## src/rtl/core/gtpg_pkg.sv

```systemverilog
// Shared types, constants and helpers for the grid test-pattern generator.
// No dependencies; used by gtpg_iter_unit and grid_test_pattern_generator.
package gtpg_pkg;

    // Field and register widths
    localparam int COORD_W     = 11;
    localparam int CELLS_W     = 8;
    localparam int COLOR_W     = 24;
    localparam int STEP_W      = 8;
    localparam int CHW_W       = 12;
    localparam int CHAN_W      = 8;
    localparam int CFG_IDX_W   = 3;
    localparam int CFG_DATA_W  = 24;

    // Register indexes on the configuration port
    localparam logic [CFG_IDX_W-1:0] REG_FRAME_WIDTH    = 3'd0;
    localparam logic [CFG_IDX_W-1:0] REG_FRAME_HEIGHT   = 3'd1;
    localparam logic [CFG_IDX_W-1:0] REG_CELLS_PER_SIDE = 3'd2;
    localparam logic [CFG_IDX_W-1:0] REG_FIRST_COLOR    = 3'd3;
    localparam logic [CFG_IDX_W-1:0] REG_COLOR_STEP     = 3'd4;
    localparam logic [CFG_IDX_W-1:0] REG_INDEXED_MODE   = 3'd5;
    localparam logic [CFG_IDX_W-1:0] REG_CHANNEL_WIDTHS = 3'd6;

    // Iterative unit operations and step counts
    localparam logic OP_DIV = 1'b0;
    localparam logic OP_MUL = 1'b1;
    localparam int   DIV_STEPS = COORD_W;
    localparam int   MUL_STEPS = CHAN_W;
    localparam int   STEP_CNT_W = 4;

    // Request into the shared divide / multiply unit
    typedef struct packed {
        logic               start;
        logic               op;
        logic [COORD_W-1:0] opa;
        logic [CHAN_W-1:0]  opb;
    } unit_req_t;

    // Response from the shared unit
    typedef struct packed {
        logic               done;
        logic [COORD_W-1:0] result;
    } unit_rsp_t;

    // Clamp a channel width nibble to at most 8 bits
    function automatic logic [3:0] chan_width(input logic [3:0] nib);
        chan_width = (nib > 4'd8) ? 4'd8 : nib;
    endfunction

    // Low mask with the given number of ones (0..8)
    function automatic logic [CHAN_W-1:0] chan_mask(input logic [3:0] bits);
        logic [CHAN_W:0] full;
        full = (9'd1 << bits) - 9'd1;
        chan_mask = full[CHAN_W-1:0];
    endfunction

endpackage

```

## src/rtl/core/gtpg_iter_unit.sv

```systemverilog
// Shared bit-serial arithmetic unit: restoring divide (11-bit by 8-bit)
// or shift-add multiply modulo 256, one bit per cycle. Depends on gtpg_pkg.
module gtpg_iter_unit (
    input  logic                  aclk,
    input  logic                  aresetn,
    input  gtpg_pkg::unit_req_t   req,
    output gtpg_pkg::unit_rsp_t   rsp
);

    logic                                busy_reg;
    logic                                done_reg;
    logic                                op_reg;
    logic [gtpg_pkg::STEP_CNT_W-1:0]     cnt_reg;
    logic [gtpg_pkg::COORD_W-1:0]        work_reg;
    logic [gtpg_pkg::CHAN_W-1:0]         rem_reg;
    logic [gtpg_pkg::CHAN_W-1:0]         opb_reg;
    logic [gtpg_pkg::CHAN_W-1:0]         mcand_reg;

    logic [gtpg_pkg::CHAN_W:0]           trial;
    logic [gtpg_pkg::CHAN_W:0]           diff;
    logic                                fits;
    logic [gtpg_pkg::CHAN_W-1:0]         acc_sum;

    // One restoring-divide step and one shift-add step
    always_comb begin
        trial   = {rem_reg, work_reg[gtpg_pkg::COORD_W-1]};
        fits    = trial >= {1'b0, opb_reg};
        diff    = trial - {1'b0, opb_reg};
        acc_sum = work_reg[gtpg_pkg::CHAN_W-1:0] + (opb_reg[0] ? mcand_reg : '0);
    end

    // Control: busy and completion pulse
    always_ff @(posedge aclk) begin
        if (!aresetn) begin
            busy_reg <= 1'b0;
            done_reg <= 1'b0;
        end else begin
            done_reg <= 1'b0;
            if (req.start) begin
                busy_reg <= 1'b1;
            end else if (busy_reg && cnt_reg == '0) begin
                busy_reg <= 1'b0;
                done_reg <= 1'b1;
            end
        end
    end

    // Datapath: load operands, then advance one bit a cycle
    always_ff @(posedge aclk) begin
        if (req.start) begin
            op_reg    <= req.op;
            rem_reg   <= '0;
            opb_reg   <= req.opb;
            mcand_reg <= req.opa[gtpg_pkg::CHAN_W-1:0];
            if (req.op == gtpg_pkg::OP_DIV) begin
                work_reg <= req.opa;
                cnt_reg  <= gtpg_pkg::STEP_CNT_W'(gtpg_pkg::DIV_STEPS - 1);
            end else begin
                work_reg <= '0;
                cnt_reg  <= gtpg_pkg::STEP_CNT_W'(gtpg_pkg::MUL_STEPS - 1);
            end
        end else if (busy_reg) begin
            cnt_reg <= cnt_reg - 1'b1;
            if (op_reg == gtpg_pkg::OP_DIV) begin
                rem_reg  <= fits ? diff[gtpg_pkg::CHAN_W-1:0]
                                 : trial[gtpg_pkg::CHAN_W-1:0];
                work_reg <= {work_reg[gtpg_pkg::COORD_W-2:0], fits};
            end else begin
                work_reg  <= gtpg_pkg::COORD_W'(acc_sum);
                mcand_reg <= {mcand_reg[gtpg_pkg::CHAN_W-2:0], 1'b0};
                opb_reg   <= {1'b0, opb_reg[gtpg_pkg::CHAN_W-1:1]};
            end
        end
    end

    assign rsp.done   = done_reg;
    assign rsp.result = work_reg;

endmodule

```

## src/rtl/core/grid_test_pattern_generator.sv

```systemverilog
// Grid test-pattern generator top level: sequencer, counters, color logic.
// Depends on gtpg_pkg and gtpg_iter_unit.
//
// Usage:
//   Each request on the s_ channel (s_tdata[0] = restart) produces one pixel on
//   the m_ channel, in row-major order over a frame of frame_width by
//   frame_height. The user writes registers through cfg_we / cfg_index / cfg_data
//   only while the block is idle; the block itself does not enforce this.
//   After acceptance a small sequencer drives the shared bit-serial unit. A
//   pixel outside the grid goes from the cell check to the final step; inside
//   the grid two 8-step multiplies come in between, and a frame-start pixel
//   with nonzero cells-per-side first runs the two 11-step cell-size divides.
//   s_tready is high only while the sequencer is idle; one item is in work at
//   a time.
//   The result sits in an output register: a new request is accepted while a
//   pixel waits for m_tready, and its work stops before the output stage until
//   the receiver takes the waiting pixel.
//   Reset (aresetn low, synchronous) loads the register defaults, clears the
//   raster position and cell sizes and empties the output register.
module grid_test_pattern_generator #(
    parameter int INDEX_BITS = 8
) (
    input  logic                              aclk,
    input  logic                              aresetn,
    // Input channel
    input  logic                              s_tvalid,
    output logic                              s_tready,
    input  logic [7:0]                        s_tdata,    // [0] restart
    // Result channel
    output logic                              m_tvalid,
    input  logic                              m_tready,
    output logic [47:0]                       m_tdata,    // [10:0] pixel_x,
                                                          // [21:11] pixel_y,
                                                          // [45:22] pixel_color
    output logic                              m_tlast,    // line_end
    output logic [1:0]                        m_tuser,    // [0] inside_grid,
                                                          // [1] frame_end
    // Configuration write port
    input  logic                              cfg_we,
    input  logic [gtpg_pkg::CFG_IDX_W-1:0]    cfg_index,
    input  logic [gtpg_pkg::CFG_DATA_W-1:0]   cfg_data
);

    localparam int CW = gtpg_pkg::COORD_W;
    localparam int NW = gtpg_pkg::CELLS_W;
    localparam int KW = gtpg_pkg::COLOR_W;
    localparam int HW = gtpg_pkg::CHAN_W;

    // Sequencer states
    localparam logic [2:0] ST_IDLE  = 3'd0;
    localparam logic [2:0] ST_DIV_W = 3'd1;
    localparam logic [2:0] ST_DIV_H = 3'd2;
    localparam logic [2:0] ST_CELL  = 3'd3;
    localparam logic [2:0] ST_MUL_A = 3'd4;
    localparam logic [2:0] ST_MUL_B = 3'd5;
    localparam logic [2:0] ST_FIN   = 3'd6;

    // Configuration registers
    logic [CW-1:0]                 fw_reg;
    logic [CW-1:0]                 fh_reg;
    logic [NW-1:0]                 cps_reg;
    logic [KW-1:0]                 first_reg;
    logic [gtpg_pkg::STEP_W-1:0]   step_reg;
    logic                          indexed_reg;
    logic [gtpg_pkg::CHW_W-1:0]    chw_reg;

    // Raster state
    logic [CW-1:0]  col_reg, row_reg;
    logic [CW-1:0]  cw_reg, ch_reg;
    logic [CW-1:0]  ox_reg, oy_reg;
    logic [NW-1:0]  gc_reg, gr_reg;

    // Sequencer and working registers
    logic [2:0]     state_reg, state_next;
    logic           inside_reg;
    logic [HW-1:0]  p1_reg, p2_reg;

    // Output register
    logic           m_tvalid_reg;
    logic [CW-1:0]  out_x_reg, out_y_reg;
    logic [KW-1:0]  out_color_reg;
    logic           out_inside_reg, out_lend_reg, out_fend_reg;

    gtpg_pkg::unit_req_t unit_req;
    gtpg_pkg::unit_rsp_t unit_rsp;

    logic             accept;
    logic             at_origin;
    logic             inside_now;
    logic             out_free;
    logic             lend, fend;
    logic [CW-1:0]    ox_inc, oy_inc;
    logic [3:0]       rw, gw, bw;
    logic [4:0]       sh_r, sh_g;
    logic [HW-1:0]    r0, g0, b0, r_val, g_val, b_val;
    logic [KW-1:0]    rgb_color;
    logic [INDEX_BITS-1:0] idx_sum;
    logic [KW-1:0]    color_val;

    // Shared divide / multiply unit
    gtpg_iter_unit u_iter (
        .aclk    (aclk),
        .aresetn (aresetn),
        .req     (unit_req),
        .rsp     (unit_rsp)
    );

    assign accept    = s_tvalid && s_tready;
    assign s_tready  = (state_reg == ST_IDLE);
    assign at_origin = s_tdata[0] || (col_reg == '0 && row_reg == '0);
    assign out_free  = !m_tvalid_reg || m_tready;
    assign inside_now = (cw_reg != '0) && (ch_reg != '0) &&
                        (gc_reg < cps_reg) && (gr_reg < cps_reg);

    // Configuration writes
    always_ff @(posedge aclk) begin
        if (!aresetn) begin
            fw_reg      <= 11'd800;
            fh_reg      <= 11'd600;
            cps_reg     <= 8'd1;
            first_reg   <= '0;
            step_reg    <= 8'd1;
            indexed_reg <= 1'b0;
            chw_reg     <= 12'h565;
        end else if (cfg_we) begin
            unique case (cfg_index)
                gtpg_pkg::REG_FRAME_WIDTH:    fw_reg      <= cfg_data[CW-1:0];
                gtpg_pkg::REG_FRAME_HEIGHT:   fh_reg      <= cfg_data[CW-1:0];
                gtpg_pkg::REG_CELLS_PER_SIDE: cps_reg     <= cfg_data[NW-1:0];
                gtpg_pkg::REG_FIRST_COLOR:    first_reg   <= cfg_data[KW-1:0];
                gtpg_pkg::REG_COLOR_STEP:     step_reg    <= cfg_data[gtpg_pkg::STEP_W-1:0];
                gtpg_pkg::REG_INDEXED_MODE:   indexed_reg <= cfg_data[0];
                gtpg_pkg::REG_CHANNEL_WIDTHS: chw_reg     <= cfg_data[gtpg_pkg::CHW_W-1:0];
                default: begin
                end
            endcase
        end
    end

    // Sequencer next state and unit requests
    always_comb begin
        state_next     = state_reg;
        unit_req.start = 1'b0;
        unit_req.op    = gtpg_pkg::OP_DIV;
        unit_req.opa   = fw_reg;
        unit_req.opb   = cps_reg;
        unique case (state_reg)
            ST_IDLE: begin
                if (accept) begin
                    if (at_origin && cps_reg != '0) begin
                        unit_req.start = 1'b1;
                        state_next     = ST_DIV_W;
                    end else begin
                        state_next = ST_CELL;
                    end
                end
            end
            ST_DIV_W: begin
                if (unit_rsp.done) begin
                    unit_req.start = 1'b1;
                    unit_req.opa   = fh_reg;
                    state_next     = ST_DIV_H;
                end
            end
            ST_DIV_H: begin
                if (unit_rsp.done) begin
                    state_next = ST_CELL;
                end
            end
            ST_CELL: begin
                if (inside_now) begin
                    unit_req.start = 1'b1;
                    unit_req.op    = gtpg_pkg::OP_MUL;
                    unit_req.opa   = indexed_reg ? CW'(gr_reg) : CW'(gc_reg);
                    unit_req.opb   = indexed_reg ? cps_reg : step_reg;
                    state_next     = ST_MUL_A;
                end else begin
                    state_next = ST_FIN;
                end
            end
            ST_MUL_A: begin
                unit_req.op  = gtpg_pkg::OP_MUL;
                unit_req.opa = indexed_reg
                             ? CW'(unit_rsp.result[HW-1:0] + gc_reg)
                             : CW'(gr_reg);
                unit_req.opb = step_reg;
                if (unit_rsp.done) begin
                    unit_req.start = 1'b1;
                    state_next     = ST_MUL_B;
                end
            end
            ST_MUL_B: begin
                if (unit_rsp.done) begin
                    state_next = ST_FIN;
                end
            end
            ST_FIN: begin
                if (out_free) begin
                    state_next = ST_IDLE;
                end
            end
            default: state_next = ST_IDLE;
        endcase
    end

    always_ff @(posedge aclk) begin
        if (!aresetn) begin
            state_reg <= ST_IDLE;
        end else begin
            state_reg <= state_next;
        end
    end

    // Hold cell sizes, products and the inside flag
    always_ff @(posedge aclk) begin
        if (!aresetn) begin
            cw_reg <= '0;
            ch_reg <= '0;
        end else begin
            if (state_reg == ST_IDLE && accept && at_origin && cps_reg == '0) begin
                cw_reg <= '0;
                ch_reg <= '0;
            end
            if (state_reg == ST_DIV_W && unit_rsp.done) begin
                cw_reg <= unit_rsp.result;
            end
            if (state_reg == ST_DIV_H && unit_rsp.done) begin
                ch_reg <= unit_rsp.result;
            end
        end
    end

    always_ff @(posedge aclk) begin
        if (state_reg == ST_CELL) begin
            inside_reg <= inside_now;
        end
        if (state_reg == ST_MUL_A && unit_rsp.done) begin
            p1_reg <= unit_rsp.result[HW-1:0];
        end
        if (state_reg == ST_MUL_B && unit_rsp.done) begin
            p2_reg <= unit_rsp.result[HW-1:0];
        end
    end

    // Row and frame ends
    assign lend   = ({1'b0, col_reg} + 12'd1) >= {1'b0, fw_reg};
    assign fend   = lend && (({1'b0, row_reg} + 12'd1) >= {1'b0, fh_reg});
    assign ox_inc = ox_reg + 1'b1;
    assign oy_inc = oy_reg + 1'b1;

    // Indexed color
    assign idx_sum = first_reg[INDEX_BITS-1:0] + p2_reg[INDEX_BITS-1:0];

    // Direct color: unpack, advance and repack each channel; select the final color
    always_comb begin
        rw    = gtpg_pkg::chan_width(chw_reg[11:8]);
        gw    = gtpg_pkg::chan_width(chw_reg[7:4]);
        bw    = gtpg_pkg::chan_width(chw_reg[3:0]);
        sh_g  = 5'(bw);
        sh_r  = 5'(gw) + 5'(bw);
        r0    = HW'(first_reg >> sh_r) & gtpg_pkg::chan_mask(rw);
        g0    = HW'(first_reg >> sh_g) & gtpg_pkg::chan_mask(gw);
        b0    = first_reg[HW-1:0] & gtpg_pkg::chan_mask(bw);
        r_val = (r0 + p1_reg) & gtpg_pkg::chan_mask(rw);
        g_val = (g0 + p2_reg) & gtpg_pkg::chan_mask(gw);
        b_val = (b0 + p1_reg + p2_reg) & gtpg_pkg::chan_mask(bw);
        rgb_color = (KW'(r_val) << sh_r) | (KW'(g_val) << sh_g) | KW'(b_val);
        if (!inside_reg) begin
            color_val = '0;
        end else if (indexed_reg) begin
            color_val = KW'(idx_sum);
        end else begin
            color_val = rgb_color;
        end
    end

    // Raster position: clear at frame start, advance when the pixel leaves
    always_ff @(posedge aclk) begin
        if (!aresetn) begin
            col_reg <= '0;
            row_reg <= '0;
            ox_reg  <= '0;
            oy_reg  <= '0;
            gc_reg  <= '0;
            gr_reg  <= '0;
        end else if (state_reg == ST_IDLE && accept && at_origin) begin
            col_reg <= '0;
            row_reg <= '0;
            ox_reg  <= '0;
            oy_reg  <= '0;
            gc_reg  <= '0;
            gr_reg  <= '0;
        end else if (state_reg == ST_FIN && out_free) begin
            if (lend) begin
                col_reg <= '0;
                ox_reg  <= '0;
                gc_reg  <= '0;
                if (fend) begin
                    row_reg <= '0;
                    oy_reg  <= '0;
                    gr_reg  <= '0;
                end else begin
                    row_reg <= row_reg + 1'b1;
                    if (oy_inc >= ch_reg) begin
                        oy_reg <= '0;
                        if (gr_reg != '1) begin
                            gr_reg <= gr_reg + 1'b1;
                        end
                    end else begin
                        oy_reg <= oy_inc;
                    end
                end
            end else begin
                col_reg <= col_reg + 1'b1;
                if (ox_inc >= cw_reg) begin
                    ox_reg <= '0;
                    if (gc_reg != '1) begin
                        gc_reg <= gc_reg + 1'b1;
                    end
                end else begin
                    ox_reg <= ox_inc;
                end
            end
        end
    end

    // Output register
    always_ff @(posedge aclk) begin
        if (!aresetn) begin
            m_tvalid_reg <= 1'b0;
        end else if (state_reg == ST_FIN && out_free) begin
            m_tvalid_reg <= 1'b1;
        end else if (m_tready) begin
            m_tvalid_reg <= 1'b0;
        end
    end

    always_ff @(posedge aclk) begin
        if (state_reg == ST_FIN && out_free) begin
            out_x_reg      <= col_reg;
            out_y_reg      <= row_reg;
            out_color_reg  <= color_val;
            out_inside_reg <= inside_reg;
            out_lend_reg   <= lend;
            out_fend_reg   <= fend;
        end
    end

    assign m_tvalid = m_tvalid_reg;
    assign m_tdata  = {2'b00, out_color_reg, out_y_reg, out_x_reg};
    assign m_tlast  = out_lend_reg;
    assign m_tuser  = {out_fend_reg, out_inside_reg};

    // Checks
    a_busy_after_accept: assert property (@(posedge aclk) disable iff (!aresetn)
        s_tvalid && s_tready |=> !s_tready)
        else $error("input accepted while an item is in work");

    a_load_from_fin: assert property (@(posedge aclk) disable iff (!aresetn)
        $rose(m_tvalid) |-> $past(state_reg == ST_FIN))
        else $error("output loaded outside the final step");

    a_black_outside: assert property (@(posedge aclk) disable iff (!aresetn)
        m_tvalid && !m_tuser[0] |-> m_tdata[45:22] == '0)
        else $error("pixel outside the grid is not black");

    a_frame_end_ends_line: assert property (@(posedge aclk) disable iff (!aresetn)
        m_tvalid && m_tuser[1] |-> m_tlast)
        else $error("frame end without line end");

    a_unit_done_waited: assert property (@(posedge aclk) disable iff (!aresetn)
        unit_rsp.done |-> (state_reg == ST_DIV_W || state_reg == ST_DIV_H ||
                           state_reg == ST_MUL_A || state_reg == ST_MUL_B))
        else $error("unit finished while the sequencer was not waiting");

endmodule
```

## config.mk

```make
export PLATFORM = sky130hd
export DESIGN_NAME = grid_test_pattern_generator
export DESIGN_NICKNAME = d
export VERILOG_FILES = /design/src/rtl/core/gtpg_pkg.sv /design/src/rtl/core/gtpg_iter_unit.sv /design/src/rtl/core/grid_test_pattern_generator.sv
export SDC_FILE = /design/constraint.sdc
export NUM_CORES = 1
export LEC_CHECK = 0
export ABC_AREA = 0
export BUFFER_PORTS_ARGS = -buffer_cell sky130_fd_sc_hd__buf_2
export CAP_MARGIN = 30
export CORE_MARGIN = 3
export CORE_UTILIZATION = 47
export CTS_CLUSTER_DIAMETER = 200
export DETAILED_ROUTE_END_ITERATION = 6
export SLEW_MARGIN = 20
export SYNTH_ARGS = -nofsm -noshare
export SYNTH_HDL_FRONTEND = slang
export SYNTH_HIERARCHICAL = 1
export SYNTH_SLANG_ARGS = --single-unit
```

## constraint.sdc

```tcl
create_clock -name aclk -period 6.2 [get_ports aclk]
set_input_delay 1.24 -clock aclk [delete_from_list [all_inputs] [get_ports aclk]]
set_output_delay 1.24 -clock aclk [all_outputs]
set_load 0.05 [all_outputs]
```

* Word level (Yosys, flattened, before mapping) *
Cells that the tools add are included.

storage, ports and cells
  word-level logic and storage cells = 219
  output and inout port bits = 53
  bits in registers = 269

cells by class
  order comparisons = 10
  add/subtract/negate cells = 21
  reduce and logical (&&, ||, !) cells = 55
  muxes and demuxes = 60
  shift operators = 7
  bitwise logic cells = 11
  equal/unequal tests = 20

operators by type and width
  operator                 number
  $mux W11                 14
  $mux W8                  17
  $add A8 B8 Y8            6
  $and A8 B8 Y8            6
  $add A11 B1 Y11 const B  4
  $pmux W11 S3             1
  $add A11 B1 Y12 const B  2
  $ge A12 B11 Y1           2
  $mux W4                  6
  $or A24 B24 Y24          1
  $or A24 B8 Y24           1
  $shl A1 B4 Y8 const A    3
  $shl A8 B4 Y24           1
  $shl A8 B5 Y24           1
  $shr A24 B4 Y8           1
  $shr A24 B5 Y8           1
  $sub A8 B1 Y8 const B    3
  $ge A11 B11 Y1           2
  $logic_not A11 Y1        2
  $reduce_bool A11 Y1      2
  $mux W21                 1
  $pmux W3 S7              1
  $reduce_and A2 Y1        10
  $reduce_bool A2 Y1       10
  33 further kinds         86

* Longest topological paths before layout *
  depth in word-level cells = 11
  depth in mapped cells = 27

* Modules after synthesis *
The synthesis kept the hierarchy.

modules (own cells, without submodules)
  module                       cells each  area each (um^2)  instances  sequential area each (um^2)
  grid_test_pattern_generator  1920        16136.7           1          5205.0
  gtpg_iter_unit               254         2576.2            1          1161.1

* Worst setup path before layout *
No wires, ideal clock.

  kind = reg2reg
  start = register chw_reg[3] (netlist bit)
  end = register out_color_reg[10], data pin
  setup time = 0.152 ns
  cell stages (with the launch flop) = 26
  clock period less this slack = 5.700 ns
  slack = 0.500 ns
  data required time = 6.048 ns
  data arrival time = 5.548 ns
  cell sequence = dfxtp_1 > inv_1 > nand2_1 > inv_1 > buf_2 > buf_2 > ha_1 > fa_1 > buf_2 > clkbuf_1 > clkbuf_1 > mux4_2 > nand2_1 > nand3_1 > a31oi_1 > nor2_1 > ha_1 > fa_1 > a211oi_1 > o21bai_1 > a21oi_1 > xor2_1 > o31ai_1 > a21oi_1 > a211o_1 > a31oi_1

between the ends
  longest elaborated chain between the ends = 10
  elaborated cells on any way between the ends = 15

ends and longest elaborated chain
  element                   RTL line                            text
  start: declaration        grid_test_pattern_generator.sv:65   logic [gtpg_pkg::CHW_W-1:0] chw_reg;
  start signal: assignment  grid_test_pattern_generator.sv:133  gtpg_pkg::REG_CHANNEL_WIDTHS: chw_reg <= cfg_data[gtpg_pkg::CHW_W-1:0];
  $gt A4 B4 Y1              gtpg_pkg.sv:47                      chan_width = (nib > 4'd8) ? 4'd8 : nib;
  $mux W4 *                 gtpg_pkg.sv:47
  $add A4 B4 Y5             grid_test_pattern_generator.sv:260  sh_r = 5'(gw) + 5'(bw);
  $shr A24 B5 Y8            grid_test_pattern_generator.sv:261  r0 = HW'(first_reg >> sh_r) & gtpg_pkg::chan_mask(rw);
  $and A8 B8 Y8             grid_test_pattern_generator.sv:261
  $add A8 B8 Y8             grid_test_pattern_generator.sv:264  r_val = (r0 + p1_reg) & gtpg_pkg::chan_mask(rw);
  $and A8 B8 Y8             grid_test_pattern_generator.sv:264
  $shl A8 B5 Y24            grid_test_pattern_generator.sv:267  rgb_color = (KW'(r_val) << sh_r) | (KW'(g_val) << sh_g) | KW'(b_val);
  $or A24 B24 Y24 *         grid_test_pattern_generator.sv:267
  $or A24 B8 Y24 *          grid_test_pattern_generator.sv:267
  end signal: assignment    grid_test_pattern_generator.sv:342  out_color_reg <= color_val;
  end: declaration          grid_test_pattern_generator.sv:81   logic [KW-1:0] out_color_reg;

Mark *: on every way between the ends. The rest lies on a longest branch, timed or not.
A chain may end at the register's enable or synchronous reset.

* Worst setup path in the final report *
  start = register chw_reg[3] (netlist bit)
  end = register out_color_reg[6], data pin

between the ends
  longest elaborated chain between the ends = 11
  elaborated cells on any way between the ends = 22

ends and longest elaborated chain
  element           RTL line                            text
  $gt A4 B4 Y1      gtpg_pkg.sv:47
  $mux W4 *         gtpg_pkg.sv:47
  $add A4 B4 Y5     grid_test_pattern_generator.sv:260
  $shr A24 B5 Y8    grid_test_pattern_generator.sv:261
  $and A8 B8 Y8     grid_test_pattern_generator.sv:261
  $add A8 B8 Y8     grid_test_pattern_generator.sv:264
  $and A8 B8 Y8     grid_test_pattern_generator.sv:264
  $shl A8 B5 Y24    grid_test_pattern_generator.sv:267
  $or A24 B24 Y24   grid_test_pattern_generator.sv:267
  $or A24 B8 Y24 *  grid_test_pattern_generator.sv:267
  $mux W8 *         grid_test_pattern_generator.sv:270  end else if (indexed_reg) begin

Marked as above.

==> flow_summary_export.csv <==
group,metric,value,unit
placement,place_worst_setup_slack,0.606,ns
clocking,cts_tree,"yes",
floorplanning,num_rows,72,
critical_path,end_kind,"flop",
pwr,power.total,5320,uW
sta,min_period,5.71,ns
finish,fin_util,53.0,%
critical_path,cp_cell_sequence,"inv_1 -> nand2_1 -> buf_4 -> inv_1 -> ha_1 -> fa_1 -> buf_4 -> clkinv_1 -> nor2_1 -> a21oi_1 -> mux2i_1 -> nor2_1 -> o21ai_0 -> a21oi_1 -> fa_1 -> a211oi_1 -> o21bai_1 -> a21oi_1 -> xor2_1 -> o31ai_1 -> o21ai_0 -> o221ai_1 -> and3_1",
yosys,ys_ff_latch,269,
critical_path,crit_top_cell,"a21oi_1",
pwr,internal_power,3610,uW
finish,post_route_cells_drive_above_1_share,10.4,%
yosys,synth_largest_area_cell,"dfxtp_1",
clocking,cts_sinks,269,
yosys,synth_commonest_cells,"nand2_1, dfxtp_1, ha_1",
critical_path,crit_required,6.61,ns
critical_path,critPathMaxFanout,28,
sta,tightest_slew,0.916,ns
run,cap_violations,0,
detailed_routing,drt-total-wl,55.4,mm
critical_path,max_stage_delay,0.61,ns
yosys,synth.most_common_cell,"nand2_1",
yosys,synth_top_area_share,18.3,%
floorplanning,fp.dieH,206,um
critical_path,startpoint_type,"flop",
placement,placed_cell_area,19600,um^2
sta,rsz0062_at_grt,"false",
grt,grt_pass1_vias,15517,
yosys,avgSynthCellArea,8.61,um^2
placement,io_buffers,83,
detailed_routing,drt_first_pass_iters,5,
floorplanning,start_util,48.0,%
grt,grt_pass1_wl,87.4,mm
sta,tns,0,ns
floorplanning,die_area,42200,um^2
sta,finalClockSkew,0.0138,ns
pwr,power.switching,1700,uW
clocking,cts_made_buffers,35,
floorplanning,core_area,39000,um^2
pwr,cellPowerDensity,257,nW/um^2
pwr,power_frac_seq,40.2,%
critical_path,path_buf_inv,5,
detailed_routing,via_per_inst,6.02,
yosys,yosysWarnings,6,
pwr,vdd_drop_max,0.273,mV
sta,finalHoldViolCount,0,
yosys,netlist_instances,2174,
sta,setup_ws,0.492,ns
grt,antenna_found_initial,2,
grt,gr-usage-all-layers,26.0,%
yosys,yosys-top-cells-area,"dfxtp_1, edfxtp_1, ha_1, nand2_1, a21boi_0",
pwr,clockPowerShare,36.5,%
critical_path,critPathKind,"reg -> reg",
pwr,swShare,32.0,%
clocking,cts_setup_buffers,0,
detailed_routing,wl_per_cell,20.1,um
sta,setup_viol_count_final,0,
clocking,cts.repair.resized,0,
detailed_routing,ant_nets,0,
clocking,htree_levels,2,
clocking,clk_path_buf_depth,3,
detailed_routing,vias,16634,
finish,area_growth,10.5,%
sta,finalCritPeriodShare,92.1,%
pwr,p_comb_share,23.4,%
outcome,outcome,"completed",
yosys,ys_seq_area_share,34.0,%
sta,slew_headroom,38.4,%
grt,grt_max_degree,96,
yosys,synth.distinct_cells,93,
floorplanning,die_w,206,um
placement,place_hpwl,41.4,mm
critical_path,arrival,6.12,ns
clocking,cts_hold_repair.buffers,0,
floorplanning,pin_count,93,
critical_path,crit_slowest_cell,"o31ai_1",
sta,max_freq,175,MHz
yosys,synth_enable_flop_cells,98,
grt,overflow,0,
finish,fin_nets,2396,
clocking,root_buffer,"clkbuf_16",
detailed_routing,first_iter_violations,1448,
hold_path,holdCritPathClass,"reg -> reg",
clocking,clk_latency,0.55,ns
yosys,postSynth.asyncResetShare,0,%
pwr,p_leak,0.00815,uW
placement,place_congestion,0.942,
critical_path,cp_top_family,"compound AO/OA/AOI/OAI gates",
yosys,synth_flop_cell,"dfxtp_1",
sta,report.final.slew_viol_count,0,
detailed_routing,drc,0,
finish,final_area,20700,um^2
clocking,clk_pin_slew,0.06,ns
yosys,syn_area,18700,um^2
[kinds of logic after synthesis]
logic type                 count (synthesis)  share of synthesized area, %
other                                      1                        0.0200
xor gates and xnor gates                  73                          3.42
DFF                                      269                          34.0
AOI/OAI and AO/OA                        553                          20.5
buffers and inverters                    230                          4.94
adders and majority gates                140                          9.96
and+or+nand+nor                          811                          20.4
muxes                                     97                          6.68
[routing by layer]
metal / GRT usage (%) / share of wire, % / vias to the layer above
li1: - / - / 8006
met1: 36.1 / 45 / 7989
met2: 41.9 / 47 / 524
met3: 2.67 / 5.3 / 115
met4: 9.57 / 3.2 / 0
met5: 0 / 0 / -
[cell type report]
type,count,area [um^2]
multi-input cells,1676,11400
well taps,518,648
clock inverters,17,141
flip-flops and latches,269,6370
repair buffers,124,727
diodes,2,5.00
clock buffers,47,952
inverters,110,413
fillers,3667,18300
[tightest hold or removal path, stage by stage, from the launching register on]
cell and delay (ns):
dfxtp_1 0.31, nand2_1 0.04, a21boi_0 0.06
[power by group through the flow]
stage | combinational [uW] | clock [uW] | sequential (uW)
after floorplan | 936 | 0 | 2100
after global placement | 1210 | 0 | 2160
after detailed placement | 1220 | 0 | 2170
after CTS | 1230 | 1990 | 2130
after global routing | 1380 | 2050 | 2150
final | 1240 | 1940 | 2140
[final timing paths]
check	startpoint	endpoint	slack (ns)	cells after the start
setup / recovery	chw_reg[3]	out_color_reg[6]	0.49	23
hold / removal	step_reg[3]	step_reg[3]	0.46	2
setup reg to reg	chw_reg[3]	out_color_reg[6]	0.49	23
hold reg to reg	step_reg[3]	step_reg[3]	0.46	2
[cell usage in the layout, fill, tap and decap left out, drive strengths merged, types with 18 or more instances in the layout]
cell type,instances
o22ai,23
nor2b,36
dfxtp,171
nor3,34
a211oi,34
buf,124
mux2i,63
a21o,38
and2,24
nand2b,20
inv,107
xor2,26
o21ai,79
clkbuf,47
a21oi,111
a21boi,86
edfxtp,98
ha,125
mux4,20
a31oi,18
o211ai,26
nor2,119
nand3,103
nand4,20
xnor2,47
and3,38
nor4,18
nand2,343
[per-stage QoR]
step	instances	hold WS (ns)
2_1_floorplan	2175	0.406
3_3_place_gp	2693	0.452
3_5_place_dp	2695	0.461
4_1_cts	2759	0.469
5_1_grt	2763	0.487
6_report	2763	0.465
No activity file was read; power rests on OpenSTA's default activity.
